==> src/design/ucep_pkg.sv <==
// ucep_pkg: shared types, request codes and descriptor tables of the
// control endpoint handler. No dependencies.
`default_nettype none
package ucep_pkg;

	// event codes on the cmd field
	localparam logic [1:0] CMD_SETUP    = 2'd0;
	localparam logic [1:0] CMD_IN_DONE  = 2'd1;
	localparam logic [1:0] CMD_OUT_DONE = 2'd2;
	localparam logic [1:0] CMD_BUS_RST  = 2'd3;

	// handshake codes
	localparam logic [1:0] HS_ACK   = 2'd0;
	localparam logic [1:0] HS_STALL = 2'd1;
	localparam logic [1:0] HS_IDLE  = 2'd2;

	// register indexes on the config port
	localparam logic REG_DEVICE_SERIAL  = 1'b0;
	localparam logic REG_DEVICE_VERSION = 1'b1;

	// bmRequestType fields
	localparam logic [7:0] RT_TYPE_MASK  = 8'h60;
	localparam logic [7:0] RT_TYPE_CLASS = 8'h20;
	localparam logic [7:0] RT_TYPE_STD   = 8'h00;
	localparam logic [7:0] RT_RCPT_MASK  = 8'h1F;
	localparam logic [7:0] RT_RCPT_EP    = 8'h02;

	// standard and class request codes
	localparam logic [7:0] REQ_GET_STATUS        = 8'h00;
	localparam logic [7:0] REQ_CLEAR_FEATURE     = 8'h01;
	localparam logic [7:0] REQ_SET_FEATURE       = 8'h03;
	localparam logic [7:0] REQ_SET_DEV_ADDR      = 8'h05;
	localparam logic [7:0] REQ_GET_DESCRIPTOR    = 8'h06;
	localparam logic [7:0] REQ_GET_CONFIGURATION = 8'h08;
	localparam logic [7:0] REQ_SET_CONFIGURATION = 8'h09;
	localparam logic [7:0] REQ_GET_INTERFACE     = 8'h0A;
	localparam logic [7:0] HID_SET_IDLE          = 8'h0A;

	// descriptor types
	localparam logic [7:0] DESC_DEVICE = 8'h01;
	localparam logic [7:0] DESC_CONFIG = 8'h02;
	localparam logic [7:0] DESC_STRING = 8'h03;
	localparam logic [7:0] DESC_REPORT = 8'h22;

	// string indexes
	localparam logic [7:0] STRIDX_LANGID = 8'd0;
	localparam logic [7:0] STR_NAME      = 8'd2;
	localparam logic [7:0] STRIDX_SERNUM = 8'd3;

	// endpoint addresses
	localparam logic [7:0] EP1_IN  = 8'h81;
	localparam logic [7:0] EP1_OUT = 8'h01;

	// descriptor lengths
	localparam logic [5:0] LEN_DEVICE = 6'd18;
	localparam logic [5:0] LEN_CONFIG = 6'd41;
	localparam logic [5:0] LEN_REPORT = 6'd25;
	localparam logic [5:0] LEN_LANG   = 6'd4;
	localparam logic [5:0] LEN_SERIAL = 6'd34;
	localparam logic [5:0] LEN_NAME   = 6'd18;

	typedef enum logic [2:0] {
		SRC_ZERO,
		SRC_DEVICE,
		SRC_CONFIG,
		SRC_REPORT,
		SRC_LANG,
		SRC_SERIAL,
		SRC_NAME,
		SRC_CFG_VAL
	} src_t;

	typedef enum logic [1:0] {
		ST_IDLE,
		ST_DECODE,
		ST_EMIT
	} state_t;

	// decoded setup packet
	typedef struct packed {
		logic       err;
		src_t       src;
		logic [5:0] raw_len;
		logic       ein;
		logic       eout;
		logic       set_addr;
		logic       set_cfg;
	} dec_t;

	// device descriptor, packet size and bcdDevice bytes patched by the ROM
	function automatic logic [7:0] tab_device(input logic [5:0] idx);
		logic [7:0] b;
		case (idx)
			6'd0:    b = 8'd18;
			6'd1:    b = 8'h01;
			6'd2:    b = 8'h10;
			6'd3:    b = 8'h01;
			6'd8:    b = 8'h09;
			6'd9:    b = 8'h12;
			6'd10:   b = 8'h01;
			6'd14:   b = 8'd1;
			6'd15:   b = 8'd2;
			6'd16:   b = 8'd3;
			6'd17:   b = 8'd1;
			default: b = 8'h00;
		endcase
		return b;
	endfunction

	function automatic logic [7:0] tab_config(input logic [5:0] idx);
		logic [7:0] b;
		case (idx)
			6'd0:    b = 8'd9;
			6'd1:    b = 8'h02;
			6'd2:    b = 8'd41;
			6'd4:    b = 8'd1;
			6'd5:    b = 8'd1;
			6'd7:    b = 8'h80;
			6'd8:    b = 8'd50;
			6'd9:    b = 8'd9;
			6'd10:   b = 8'h04;
			6'd13:   b = 8'd2;
			6'd14:   b = 8'h03;
			6'd18:   b = 8'd9;
			6'd19:   b = 8'h21;
			6'd20:   b = 8'h11;
			6'd21:   b = 8'h01;
			6'd23:   b = 8'd1;
			6'd24:   b = 8'h22;
			6'd25:   b = 8'd25;
			6'd27:   b = 8'd7;
			6'd28:   b = 8'h05;
			6'd29:   b = 8'h01;
			6'd30:   b = 8'h03;
			6'd31:   b = 8'h40;
			6'd33:   b = 8'd1;
			6'd34:   b = 8'd7;
			6'd35:   b = 8'h05;
			6'd36:   b = 8'h81;
			6'd37:   b = 8'h03;
			6'd38:   b = 8'h40;
			6'd40:   b = 8'd1;
			default: b = 8'h00;
		endcase
		return b;
	endfunction

	function automatic logic [7:0] tab_report(input logic [5:0] idx);
		logic [7:0] b;
		case (idx)
			6'd0:    b = 8'h06;
			6'd2:    b = 8'hFF;
			6'd3:    b = 8'h09;
			6'd4:    b = 8'h01;
			6'd5:    b = 8'hA1;
			6'd6:    b = 8'h01;
			6'd7:    b = 8'h15;
			6'd9:    b = 8'h26;
			6'd10:   b = 8'hFF;
			6'd12:   b = 8'h75;
			6'd13:   b = 8'h08;
			6'd14:   b = 8'h95;
			6'd15:   b = 8'h40;
			6'd16:   b = 8'h09;
			6'd17:   b = 8'h01;
			6'd18:   b = 8'h81;
			6'd19:   b = 8'h02;
			6'd20:   b = 8'h09;
			6'd21:   b = 8'h01;
			6'd22:   b = 8'h91;
			6'd23:   b = 8'h02;
			6'd24:   b = 8'hC0;
			default: b = 8'h00;
		endcase
		return b;
	endfunction

	function automatic logic [7:0] tab_lang(input logic [5:0] idx);
		logic [7:0] b;
		case (idx)
			6'd0:    b = 8'd4;
			6'd1:    b = 8'h03;
			6'd2:    b = 8'h09;
			6'd3:    b = 8'h04;
			default: b = 8'h00;
		endcase
		return b;
	endfunction

	// product name string, UTF-16LE
	function automatic logic [7:0] tab_name(input logic [5:0] idx);
		logic [7:0] b;
		case (idx)
			6'd0:    b = 8'd18;
			6'd1:    b = 8'h03;
			6'd2:    b = 8'h4F;
			6'd4:    b = 8'h70;
			6'd6:    b = 8'h65;
			6'd8:    b = 8'h6E;
			6'd10:   b = 8'h42;
			6'd12:   b = 8'h6F;
			6'd14:   b = 8'h6F;
			6'd16:   b = 8'h74;
			default: b = 8'h00;
		endcase
		return b;
	endfunction

	// uppercase ASCII hex digit
	function automatic logic [7:0] hex_char(input logic [3:0] v);
		logic [7:0] b;
		if (v < 4'd10) begin
			b = 8'h30 + {4'd0, v};
		end else begin
			b = 8'h37 + {4'd0, v};
		end
		return b;
	endfunction

endpackage
`default_nettype wire

==> src/design/ucep_decode.sv <==
// ucep_decode: setup packet decoder, turns the request fields into a
// descriptor source, a raw length and side effects. Uses ucep_pkg.
`default_nettype none
module ucep_decode (
	input  wire logic [7:0]   request_type,
	input  wire logic [7:0]   request_code,
	input  wire logic [7:0]   value_low,
	input  wire logic [7:0]   value_high,
	input  wire logic [7:0]   index_low,
	output ucep_pkg::dec_t    dec
);
	import ucep_pkg::*;

	always_comb begin
		dec = '0;
		dec.src = SRC_ZERO;
		if ((request_type & RT_TYPE_MASK) == RT_TYPE_CLASS) begin
			// only SET_IDLE is supported among class requests
			dec.err = (request_code != HID_SET_IDLE);
		end else if ((request_type & RT_TYPE_MASK) != RT_TYPE_STD) begin
			dec.err = 1'b1;
		end else begin
			case (request_code)
				REQ_GET_DESCRIPTOR: begin
					case (value_high)
						DESC_DEVICE: begin
							dec.src = SRC_DEVICE;
							dec.raw_len = LEN_DEVICE;
						end
						DESC_CONFIG: begin
							dec.src = SRC_CONFIG;
							dec.raw_len = LEN_CONFIG;
						end
						DESC_REPORT: begin
							dec.src = SRC_REPORT;
							dec.raw_len = LEN_REPORT;
						end
						DESC_STRING: begin
							if (value_low == STRIDX_LANGID) begin
								dec.src = SRC_LANG;
								dec.raw_len = LEN_LANG;
							end else if (value_low == STRIDX_SERNUM) begin
								dec.src = SRC_SERIAL;
								dec.raw_len = LEN_SERIAL;
							end else if (value_low <= STR_NAME) begin
								dec.src = SRC_NAME;
								dec.raw_len = LEN_NAME;
							end else begin
								dec.err = 1'b1;
							end
						end
						default: dec.err = 1'b1;
					endcase
				end
				REQ_SET_DEV_ADDR:      dec.set_addr = 1'b1;
				REQ_GET_CONFIGURATION: begin
					dec.src = SRC_CFG_VAL;
					dec.raw_len = 6'd1;
				end
				REQ_SET_CONFIGURATION: dec.set_cfg = 1'b1;
				REQ_GET_INTERFACE:     dec.raw_len = 6'd1;
				REQ_GET_STATUS:        dec.raw_len = 6'd2;
				REQ_CLEAR_FEATURE: begin
					// non-endpoint recipients: ack, no effect
					if ((request_type & RT_RCPT_MASK) == RT_RCPT_EP) begin
						if (index_low == EP1_IN) begin
							dec.ein = 1'b1;
						end else if (index_low == EP1_OUT) begin
							dec.eout = 1'b1;
						end else begin
							dec.err = 1'b1;
						end
					end
				end
				REQ_SET_FEATURE: dec.err = 1'b0;
				default:         dec.err = 1'b1;
			endcase
		end
	end

endmodule
`default_nettype wire

==> src/design/ucep_rom.sv <==
// ucep_rom: byte source shared by all data stages; fixed tables, patched
// device fields and the hex serial string. Uses ucep_pkg.
`default_nettype none
module ucep_rom #(
	parameter int MAX_PACKET = 64
) (
	input  wire ucep_pkg::src_t src,
	input  wire logic [5:0]     idx,
	input  wire logic [63:0]    device_serial,
	input  wire logic [15:0]    device_version,
	input  wire logic [7:0]     configuration,
	output logic [7:0]          data
);
	import ucep_pkg::*;

	logic [3:0] digit;   // serial character number, msn first
	logic [3:0] nib_sel;
	logic [3:0] nibble;

	assign digit   = idx[4:1] - 4'd1;
	assign nib_sel = 4'd15 - digit;
	assign nibble  = device_serial[{nib_sel, 2'b00} +: 4];

	always_comb begin
		case (src)
			SRC_DEVICE: begin
				case (idx)
					6'd7:    data = 8'(MAX_PACKET);
					6'd12:   data = device_version[7:0];
					6'd13:   data = device_version[15:8];
					default: data = tab_device(idx);
				endcase
			end
			SRC_CONFIG: data = tab_config(idx);
			SRC_REPORT: data = tab_report(idx);
			SRC_LANG:   data = tab_lang(idx);
			SRC_NAME:   data = tab_name(idx);
			SRC_SERIAL: begin
				if (idx == 6'd0) begin
					data = {2'b00, LEN_SERIAL};
				end else if (idx == 6'd1) begin
					data = DESC_STRING;
				end else if (!idx[0]) begin
					data = hex_char(nibble);
				end else begin
					data = 8'h00;
				end
			end
			SRC_CFG_VAL: data = (idx == 6'd0) ? configuration : 8'h00;
			default:     data = 8'h00;
		endcase
	end

endmodule
`default_nettype wire

==> src/design/usb_control_endpoint_handler_unit.sv <==
// usb_control_endpoint_handler_unit: EP0 request handler top level with
// sequencer, state registers and result register. Uses ucep_pkg,
// ucep_decode and ucep_rom.
`default_nettype none
// One event beat is taken on req_valid/req_ready and produces one or more
// result beats on res_valid/res_ready. A setup packet is decoded in the
// cycle after it is taken; then a small sequencer steps one byte index per
// cycle (held while a result waits on res_ready) through the shared
// descriptor ROM (ucep_rom), so a data stage of N bytes (N clipped to
// wLength and to MAX_PACKET, at most 41 for the largest descriptor) gives
// N result beats; every other event (stall, status only, IN/OUT done, bus
// reset) gives a single result. req_ready is high only while the sequencer
// is idle; the last result of an event sits in the output register, so the
// next event is taken while that beat still waits for the sink. Every
// result carries the bus address and configuration as they stand after
// the event. The SET_ADDRESS value is latched into the bus address when
// the following IN-done event arrives. Configuration writes on cfg_we are
// taken in any cycle and are meant for idle periods only.
module usb_control_endpoint_handler_unit #(
	parameter int MAX_PACKET = 64   // EP0 packet size, 8 to 64
) (
	input  wire logic        clk,
	input  wire logic        arst_n,
	// configuration
	input  wire logic        cfg_we,
	input  wire logic        cfg_index,
	input  wire logic [63:0] cfg_data,
	// event beats
	input  wire logic        req_valid,
	output logic             req_ready,
	input  wire logic [1:0]  cmd,
	input  wire logic [7:0]  request_type,
	input  wire logic [7:0]  request_code,
	input  wire logic [7:0]  value_low,
	input  wire logic [7:0]  value_high,
	input  wire logic [7:0]  index_low,
	input  wire logic [15:0] max_length,
	// result beats
	output logic             res_valid,
	input  wire logic        res_ready,
	output logic [1:0]       handshake,
	output logic [6:0]       tx_length,
	output logic [7:0]       data_byte,
	output logic             byte_valid,
	output logic             last,
	output logic [6:0]       device_address,
	output logic [7:0]       configuration,
	output logic             ep1_in_halt_clear,
	output logic             ep1_out_halt_clear,
	output logic             ep1_reset
);
	import ucep_pkg::*;

	localparam logic [6:0] MaxLen = 7'(MAX_PACKET);

	state_t state_q, state_d;

	logic [63:0] serial_q;
	logic [15:0] version_q;
	logic [7:0]  last_req_q;
	logic [7:0]  new_addr_q;
	logic [6:0]  bus_addr_q;
	logic [7:0]  cur_cfg_q;

	// captured event
	logic [1:0]  cmd_q;
	logic [7:0]  rt_q, rc_q, vl_q, vh_q, ixl_q;
	logic [15:0] wlen_q;

	// per-event emit context
	logic [1:0]  hs_q;
	logic [6:0]  len_q;
	src_t        src_q;
	logic        ein_q, eout_q, erst_q;
	logic [5:0]  idx_q;

	// emit context as set up by the decode cycle
	logic [1:0]  hs_d;
	logic [6:0]  len_d;
	logic        ein_d, eout_d, erst_d;

	// result register
	logic        res_valid_q;
	logic [1:0]  hs_out_q;
	logic [6:0]  txl_out_q;
	logic [7:0]  byte_out_q;
	logic        bv_out_q, last_out_q, ein_out_q, eout_out_q, erst_out_q;
	logic [6:0]  addr_out_q;
	logic [7:0]  cfg_out_q;

	dec_t        dec;
	logic [7:0]  rom_byte;
	logic [6:0]  clip_len;
	logic        accept, do_decode, load, final_beat;

	ucep_decode u_decode (
		.request_type (rt_q),
		.request_code (rc_q),
		.value_low    (vl_q),
		.value_high   (vh_q),
		.index_low    (ixl_q),
		.dec          (dec)
	);

	ucep_rom #(
		.MAX_PACKET (MAX_PACKET)
	) u_rom (
		.src            (src_q),
		.idx            (idx_q),
		.device_serial  (serial_q),
		.device_version (version_q),
		.configuration  (cur_cfg_q),
		.data           (rom_byte)
	);

	// clip to wLength, then to one packet
	always_comb begin
		clip_len = {1'b0, dec.raw_len};
		if (wlen_q < {10'd0, dec.raw_len}) begin
			clip_len = wlen_q[6:0];
		end
		if (clip_len > MaxLen) begin
			clip_len = MaxLen;
		end
	end

	assign final_beat = (len_q == 7'd0) || ({1'b0, idx_q} + 7'd1 == len_q);

	// next state
	always_comb begin
		state_d = state_q;
		case (state_q)
			ST_IDLE:   if (req_valid) state_d = ST_DECODE;
			ST_DECODE: state_d = ST_EMIT;
			ST_EMIT:   if (load && final_beat) state_d = ST_IDLE;
			default:   state_d = ST_IDLE;
		endcase
	end

	// sequencer outputs
	always_comb begin
		req_ready = 1'b0;
		do_decode = 1'b0;
		load      = 1'b0;
		case (state_q)
			ST_IDLE:   req_ready = 1'b1;
			ST_DECODE: do_decode = 1'b1;
			ST_EMIT:   load = !res_valid_q || res_ready;
			default:   req_ready = 1'b0;
		endcase
	end

	assign accept = req_valid && req_ready;

	always_ff @(posedge clk or negedge arst_n) begin
		if (!arst_n) begin
			state_q <= ST_IDLE;
		end else begin
			state_q <= state_d;
		end
	end

	// configuration registers
	always_ff @(posedge clk or negedge arst_n) begin
		if (!arst_n) begin
			serial_q  <= '0;
			version_q <= '0;
		end else if (cfg_we) begin
			case (cfg_index)
				REG_DEVICE_SERIAL:  serial_q <= cfg_data;
				REG_DEVICE_VERSION: version_q <= cfg_data[15:0];
				default:            serial_q <= serial_q;
			endcase
		end
	end

	// event capture
	always_ff @(posedge clk) begin
		if (accept) begin
			cmd_q  <= cmd;
			rt_q   <= request_type;
			rc_q   <= request_code;
			vl_q   <= value_low;
			vh_q   <= value_high;
			ixl_q  <= index_low;
			wlen_q <= max_length;
		end
	end

	// device state, updated in the decode cycle
	always_ff @(posedge clk or negedge arst_n) begin
		if (!arst_n) begin
			last_req_q <= '0;
			new_addr_q <= '0;
			bus_addr_q <= '0;
			cur_cfg_q  <= '0;
		end else if (do_decode) begin
			case (cmd_q)
				CMD_SETUP: begin
					last_req_q <= rc_q;
					if (dec.set_addr) new_addr_q <= vl_q;
					if (dec.set_cfg) cur_cfg_q <= vl_q;
				end
				CMD_IN_DONE: begin
					// address takes effect after the status stage
					if (last_req_q == REQ_SET_DEV_ADDR) bus_addr_q <= new_addr_q[6:0];
				end
				CMD_BUS_RST: begin
					bus_addr_q <= '0;
					cur_cfg_q  <= '0;
				end
				default: cur_cfg_q <= cur_cfg_q;
			endcase
		end
	end

	// emit context per event kind
	always_comb begin
		hs_d   = HS_IDLE;
		len_d  = '0;
		ein_d  = 1'b0;
		eout_d = 1'b0;
		erst_d = 1'b0;
		case (cmd_q)
			CMD_SETUP: begin
				if (dec.err) begin
					hs_d = HS_STALL;
				end else begin
					hs_d   = HS_ACK;
					ein_d  = dec.ein;
					eout_d = dec.eout;
					// host-to-device requests get a status stage only
					len_d  = rt_q[7] ? clip_len : 7'd0;
				end
			end
			CMD_BUS_RST: erst_d = 1'b1;
			default:     erst_d = 1'b0;
		endcase
	end

	always_ff @(posedge clk) begin
		if (do_decode) begin
			idx_q  <= '0;
			src_q  <= dec.src;
			hs_q   <= hs_d;
			len_q  <= len_d;
			ein_q  <= ein_d;
			eout_q <= eout_d;
			erst_q <= erst_d;
		end else if (load) begin
			idx_q <= idx_q + 6'd1;
		end
	end

	// result register
	always_ff @(posedge clk or negedge arst_n) begin
		if (!arst_n) begin
			res_valid_q <= 1'b0;
		end else if (load) begin
			res_valid_q <= 1'b1;
		end else if (res_ready) begin
			res_valid_q <= 1'b0;
		end
	end

	always_ff @(posedge clk) begin
		if (load) begin
			hs_out_q   <= hs_q;
			txl_out_q  <= len_q;
			bv_out_q   <= (len_q != 7'd0);
			byte_out_q <= (len_q != 7'd0) ? rom_byte : 8'h00;
			last_out_q <= final_beat;
			addr_out_q <= bus_addr_q;
			cfg_out_q  <= cur_cfg_q;
			ein_out_q  <= ein_q;
			eout_out_q <= eout_q;
			erst_out_q <= erst_q;
		end
	end

	assign res_valid          = res_valid_q;
	assign handshake          = hs_out_q;
	assign tx_length          = txl_out_q;
	assign data_byte          = byte_out_q;
	assign byte_valid         = bv_out_q;
	assign last               = last_out_q;
	assign device_address     = addr_out_q;
	assign configuration      = cfg_out_q;
	assign ep1_in_halt_clear  = ein_out_q;
	assign ep1_out_halt_clear = eout_out_q;
	assign ep1_reset          = erst_out_q;

endmodule
`default_nettype wire

==> config.mk <==
export PLATFORM = sky130hd
export DESIGN_NAME = usb_control_endpoint_handler_unit
export DESIGN_NICKNAME = d
export VERILOG_FILES = /design/src/design/ucep_pkg.sv /design/src/design/ucep_decode.sv /design/src/design/ucep_rom.sv /design/src/design/usb_control_endpoint_handler_unit.sv
export SDC_FILE = /design/constraint.sdc
export NUM_CORES = 1
export LEC_CHECK = 0
export ABC_CLOCK_PERIOD_IN_PS = 8100
export BUFFER_PORTS_ARGS = -buffer_cell sky130_fd_sc_hd__buf_2
export CAP_MARGIN = 20
export CORE_ASPECT_RATIO = 0.6
export CORE_MARGIN = 5
export CORE_UTILIZATION = 60
export CTS_CLUSTER_DIAMETER = 30
export DETAILED_ROUTE_END_ITERATION = 7
export PLACE_DENSITY = 0.83
export REMOVE_ABC_BUFFERS = 1
export SYNTH_ARGS = -nofsm -noshare
export SYNTH_HDL_FRONTEND = slang
export SYNTH_SLANG_ARGS = --single-unit
==> constraint.sdc <==
create_clock -name clk -period 8.1 [get_ports clk]
set_input_delay 0 -clock clk [delete_from_list [all_inputs] [get_ports clk]]
set_output_delay 0 -clock clk [all_outputs]
set_load 0.03 [all_outputs]
==> results of run 1 <==
[path summary, 6_finish.rpt]
check                                     start            to  slack (ns)  cells after the start
min in group clk                request_code[0]       rc_q[0]        0.19                      2
worst min register to register           erst_q     ep1_reset        0.42                      0
worst max-delay path                   idx_q[1]  data_byte[1]        3.94                      9
worst min-delay path                     arst_n  serial_q[33]        0.07                      2
worst max register to register         idx_q[1]  data_byte[1]        3.94                      9
max in group asynchronous                arst_n  serial_q[56]        6.75                      3
[synth_stat cells, types with 14 or more instances]
| cell type | count | area (µm²) |
|---|---|---|
| nand3_1 | 22 | 110 |
| nor2_1 | 46 | 173 |
| edfxtp_1 | 110 | 3300 |
| o21ai_0 | 43 | 215 |
| nand2_1 | 81 | 304 |
| o31ai_1 | 14 | 105 |
| mux2_2 | 98 | 1100 |
| ha_1 | 18 | 225 |
| dfrtp_1 | 113 | 2830 |
| a21oi_1 | 36 | 180 |
| nor3_1 | 19 | 95.1 |
| mux4_2 | 15 | 338 |
| clkbuf_1 | 25 | 93.8 |
| buf_2 | 19 | 95.1 |
| mux2i_1 | 24 | 240 |
| inv_1 | 23 | 86.3 |
| dfxtp_1 | 33 | 661 |
[kinds of logic after synthesis]
group | after synthesis | share of synthesized area [%]
AO/OA/AOI/OAI | 172 | 9.78
XOR/XNOR | 16 | 1.26
adder cells (fa/ha/maj) | 19 | 2.01
buffers and inverters | 78 | 2.96
flip-flops | 256 | 58.1
multiplexers | 137 | 14.4
other | 1 | 0.0321
AND/OR/NAND/NOR | 260 | 11.5
[critical path: cells and delay by family (launching register included)]
family | cells | cell delay [ns]
mux | 3 | 1.05
fa+ha+maj | 2 | 1.36
buf+inv | 2 | 0.64
compound gates | 2 | 0.61
flops | 1 | 0.32
[metal layers]
layer  part of all wire, %  GRT usage [%]
met5                     0              0
met4                   2.7           8.12
met3                    12           7.56
met2                    45           43.8
met1                    41           43.3
[final cells by class]
type	instances	area, µm²
Clock buffer	46	1060
Timing Repair Buffer	301	2170
Clock inverter	22	248
Sequential cell	256	6790
Multi-Input combinational cell	605	4560
Inverter	27	101
Tap cell	266	333
Fill cell	1040	3810
[power breakdown]
part           switching, mW  leakage (nW)  internal [mW]  total (mW)
Combinational           1.05          2.88          0.689        1.74
Sequential             0.221          2.68           1.71        1.93
Clock                  0.626         0.645           1.05        1.67
Total                   1.89          6.20           3.45        5.34
[timing repair]
action | 4_1_cts | 5_1_grt
gates resized for setup | 0 | 0
hold buffers | 125 | 0
hold endpoints to repair | 185 | 0
==> results.cfg, run 1 <==
[outcome]
status = complete, no violations

[critical_path]
crit_type = reg -> reg
path_cells = buf_4 > clkinv_1 > ha_1 > mux4_2 > mux2i_1 > mux2_2 > ha_1 > a221o_1 > a221oi_1
cp_slowest_cell = ha_1
slowest_delay_ns = 1.13
setup.worst_path.end_class = flip-flop
crit_path_frequent_cell = ha_1
worstPathArrival_ns = 4.49
crit_required_ns = 8.42
crit_fanout = 26
critical_path.startpoint_type = flip-flop

[placement]
dp_cells = 1327
placed_area_um2 = 12700
hpwl_um = 20800
numPortBuffers = 166
dp_slack_ns = 3.97
gp_congestion = 0.956

[global_route]
grt_first_pass_wirelength_um = 52100
antenna_found_initial = 0
grt_start_max_net_pins = 69
grt_pass1_vias = 9238
grt-ovfl-total = 0
grt_usage_pct = 29.4

[sta]
hold_slack_ns = 0.0659
fmax_mhz = 240
final-hold-violation-count = 0
rsz0062_at_grt = false
post-route-period-util_pct = 51.4
slew_violations = 0
worst_pin_slew_ns = 1.12
setup_viol = 0
maxSlewHeadroom_pct = 24.9
setup_ws_ns = 3.94
fin_skew_ns = 0.0237
tns_ns = 0
fin_crit_ns = 4.16

[final_layout]
diodes = 0
final_core_util_pct = 80.0
layout_commonest_cell = buf_2
fin_cells = 1523
drive_above_1_share_pct = 30.5
finalInstanceArea_um2 = 15300
fin_nets = 1374
areaGrowthSynthToFinish_pct = 30.6
mostFrequentLayoutCells = 166 x buf_2, 125 x dlygate4sd3_1, 113 x dfrtp_1

[logic_synthesis]
synth_edf_count = 110
synth_area_per_cell_um2 = 12.4
async_reset_ff_share_pct = 44.1
ys_ff_latch = 256
synth_warnings = 0
seq_area_frac_synth_pct = 58.1
synthFlopType = dfrtp_1
syn_area_um2 = 11700
postSynthCellCount = 939
synth_cell_types = 76

[die]
io_pins = 167
die_h_um = 118
die_x_um = 190
rows = 39
die_area_um2 = 22500
core_area_um2 = 19100
start_util_pct = 61.3

[power]
leakagePower_nw = 6.20
power_density_nw_per_um2 = 350
ir_worst_vdd_uv = 210
p_total_mw = 5.34

[clocking]
clkTransAtPathRegs_ns = 0.06
insertion_delay_ns = 0.52
cts-buffers-inserted = 37
cts-root-buf = clkbuf_16
clock_path_buffers = 3
post-cts-setup-buffers = 0
cts_tree = yes
htree_levels = 2
clock-sinks = 256

[drt]
avgRoutedWirePerCell_um = 21.9
drt-initial-drc-count = 1419
routed_wl_um = 33400
drt-pass1-iter-count = 6
ant_nets = 0
vias = 9362
viasPerCell = 6.15
drc = 0

[run]
drv_cap = 0

[worst_hold_path]
hold_path.class = in -> async
Note: power is estimated with default switching activity, not from simulation.
==> run 2, diff against run 1 <==
--- a/config.mk
+++ b/config.mk
@@ -5,15 +5,15 @@
 export SDC_FILE = /design/constraint.sdc
 export NUM_CORES = 1
 export LEC_CHECK = 0
-export ABC_CLOCK_PERIOD_IN_PS = 8100
+export ABC_CLOCK_PERIOD_IN_PS = 3350
 export BUFFER_PORTS_ARGS = -buffer_cell sky130_fd_sc_hd__buf_2
 export CAP_MARGIN = 20
 export CORE_ASPECT_RATIO = 0.6
 export CORE_MARGIN = 5
-export CORE_UTILIZATION = 60
+export CORE_UTILIZATION = 52
 export CTS_CLUSTER_DIAMETER = 30
 export DETAILED_ROUTE_END_ITERATION = 7
-export PLACE_DENSITY = 0.83
+export PLACE_DENSITY = 0.76
 export REMOVE_ABC_BUFFERS = 1
 export SYNTH_ARGS = -nofsm -noshare
 export SYNTH_HDL_FRONTEND = slang
==> constraint.sdc (replaced) <==
create_clock -name clk -period 3.35 [get_ports clk]
set_input_delay 0 -clock clk [delete_from_list [all_inputs] [get_ports clk]]
set_output_delay 0 -clock clk [all_outputs]
set_load 0.03 [all_outputs]
==> run 2 against run 1 <==
Compared with the run above:
- total power is 150% higher
- non-clock buffer count increased by 36
- flip-flop and latch count unchanged
- global-route usage fell by 4.0 points
- combinational power rose to 2.6 times the previous value
- sequential share of layout area down 0.96 points
- first-iteration DRC count fell by 32%
- routed wire length is 2.7% lower
- largest cell class unchanged
- highest routed layer is now met5
==> results.cfg, run 2 (same netlist as run 1, synthesis figures left out) <==
[final_layout]
areaGrowthSynthToFinish_pct = 33.5
mostFrequentLayoutCells = 165 x buf_2, 125 x dlygate4sd3_1, 113 x dfrtp_1
fin_cells = 1581
layout_commonest_cell = buf_2
finalInstanceArea_um2 = 15600
diodes = 0
fin_nets = 1411
drive_above_1_share_pct = 32.6

[placement]
dp_cells = 1384
placed_area_um2 = 13000
numPortBuffers = 166
gp_congestion = 0.953
hpwl_um = 21600

[power]
power_density_nw_per_um2 = 839
leakagePower_nw = 6.38
ir_worst_vdd_uv = 486

[sta]
post-route-period-util_pct = 95.6
maxSlewHeadroom_pct = 33.9
fin_crit_ns = 3.20
final-hold-violation-count = 0
setup_viol = 0
worst_pin_slew_ns = 0.991
fmax_mhz = 312
fin_skew_ns = 0.0282
tns_ns = 0
slew_violations = 0

[clocking]
clock_path_buffers = 3
cts-buffers-inserted = 38
clock-sinks = 256
cts-root-buf = clkbuf_16
clkTransAtPathRegs_ns = 0.06
htree_levels = 2
cts_tree = yes
insertion_delay_ns = 0.53

[critical_path]
critical_path.startpoint_type = flip-flop
rr_startpoint = vh_q[3]
rrSetupSlack_ns = 0.15
crit_required_ns = 3.72
ff2ff_path_depth = 11
r2r_end = len_q[0]
worstSetupEndpoint = len_q[0]
crit_start = vh_q[3]
crit_fanout = 12
crit_type = reg -> reg
setup.worst_path.end_class = flip-flop
worstPathArrival_ns = 3.57

[drt]
routed_wl_um = 32500
avgRoutedWirePerCell_um = 20.5
drc = 0
ant_nets = 0
drt-initial-drc-count = 965
drt-pass1-iter-count = 5
viasPerCell = 5.78
vias = 9139

[die]
core_area_um2 = 22100
die_x_um = 204
rows = 42
die_h_um = 126
io_pins = 167
die_area_um2 = 25700
start_util_pct = 53.0

[worst_hold_path]
hold_path.class = in -> async

[global_route]
grt_usage_pct = 25.3
grt_start_max_net_pins = 75
grt_pass1_vias = 9051
antenna_found_initial = 1
grt_first_pass_wirelength_um = 51200
grt-ovfl-total = 0

[outcome]
status = complete, no violations

[run]
drv_cap = 0
==> run 2: changes by cell type in the layout (fill, tap and decap cells not counted), moves of 2 or more <==
cell	delta
inv_4	-2
clkbuf_16	+3
inv_6	+2
clkinv_8	+2
bufinv_16	-3
buf_4	+38
==> run 2: how the worst min path moves through the flow <==
stage | cells past startpoint | slack (ns) | end
finish | 2 | 0.19 | state_q[0]
global route | 2 | 0.18 | ixl_q[6]
floorplan | 0 | -0.30 | bus_addr_q[0]
detailed placement | 1 | 0.18 | rc_q[7]
CTS | 2 | 0.17 | wlen_q[1]
global placement | 1 | 0.18 | vh_q[7]
==> run 2: worst max-delay path: stages, from the launching register on <==
cell and delay, ns:
edfxtp_1 0.35, or3_1 0.42, or3_4 0.38, o32a_1 0.34, or3_1 0.40, ha_1 0.29
o31ai_1 0.06, a21oi_1 0.15, nor2_1 0.05, buf_4 0.16, or3_1 0.31, a21oi_1 0.14
==> run 2: cell type report <==
class                   count  area [µm²]
flip-flops and latches    256        6790
fillers                  1542        6470
multi-input cells         605        4580
repair buffers            337        2440
clock buffers              49        1140
well taps                 286         358
clock inverters            21         190
inverters                  27         101
==> run 2: timing repair <==
| action | CTS | global route |
|---|---|---|
| hold endpoints to repair | 212 | 0 |
| setup endpoints to repair | 0 | 6 |
| hold buffers | 125 | 0 |
| gates resized for setup | 0 | 3 |
| setup buffers | 0 | 1 |
==> run 2: stage by stage <==
stage | total power, mW | worst slack (ns) | util, % | hold WS (ns)
floorplan | 7.37 | -0.715 | - | -0.296
finish | 13.1 | 0.148 | 70.7 | 0.186
detailed placement | 8.86 | 0.139 | 58.8 | 0.178
CTS | 13.0 | 0.111 | 70.5 | 0.174
global route | 13.7 | -0.00484 | 70.7 | 0.185
global placement | 8.77 | 0.214 | 58.8 | 0.176
==> run 2: where the power goes <==
part	total, mW	internal (mW)	leakage, nW	switching, mW
clock network	4.00	2.46	0.646	1.53
logic	4.48	1.86	3.06	2.62
registers	4.60	4.14	2.67	0.469
total	13.1	8.46	6.38	4.63
==> run 2: metal layers <==
metal / vias up / wire (µm) / global-route usage (%) / share of wire (%)
met5: - / 8 / 0 / 0.025
met4: 2 / 526 / 5.83 / 1.6
met3: 53 / 3020 / 6.78 / 9.3
met2: 458 / 14100 / 37.3 / 44
met1: 4448 / 14800 / 37.9 / 46
li1: 4178 / - / - / -
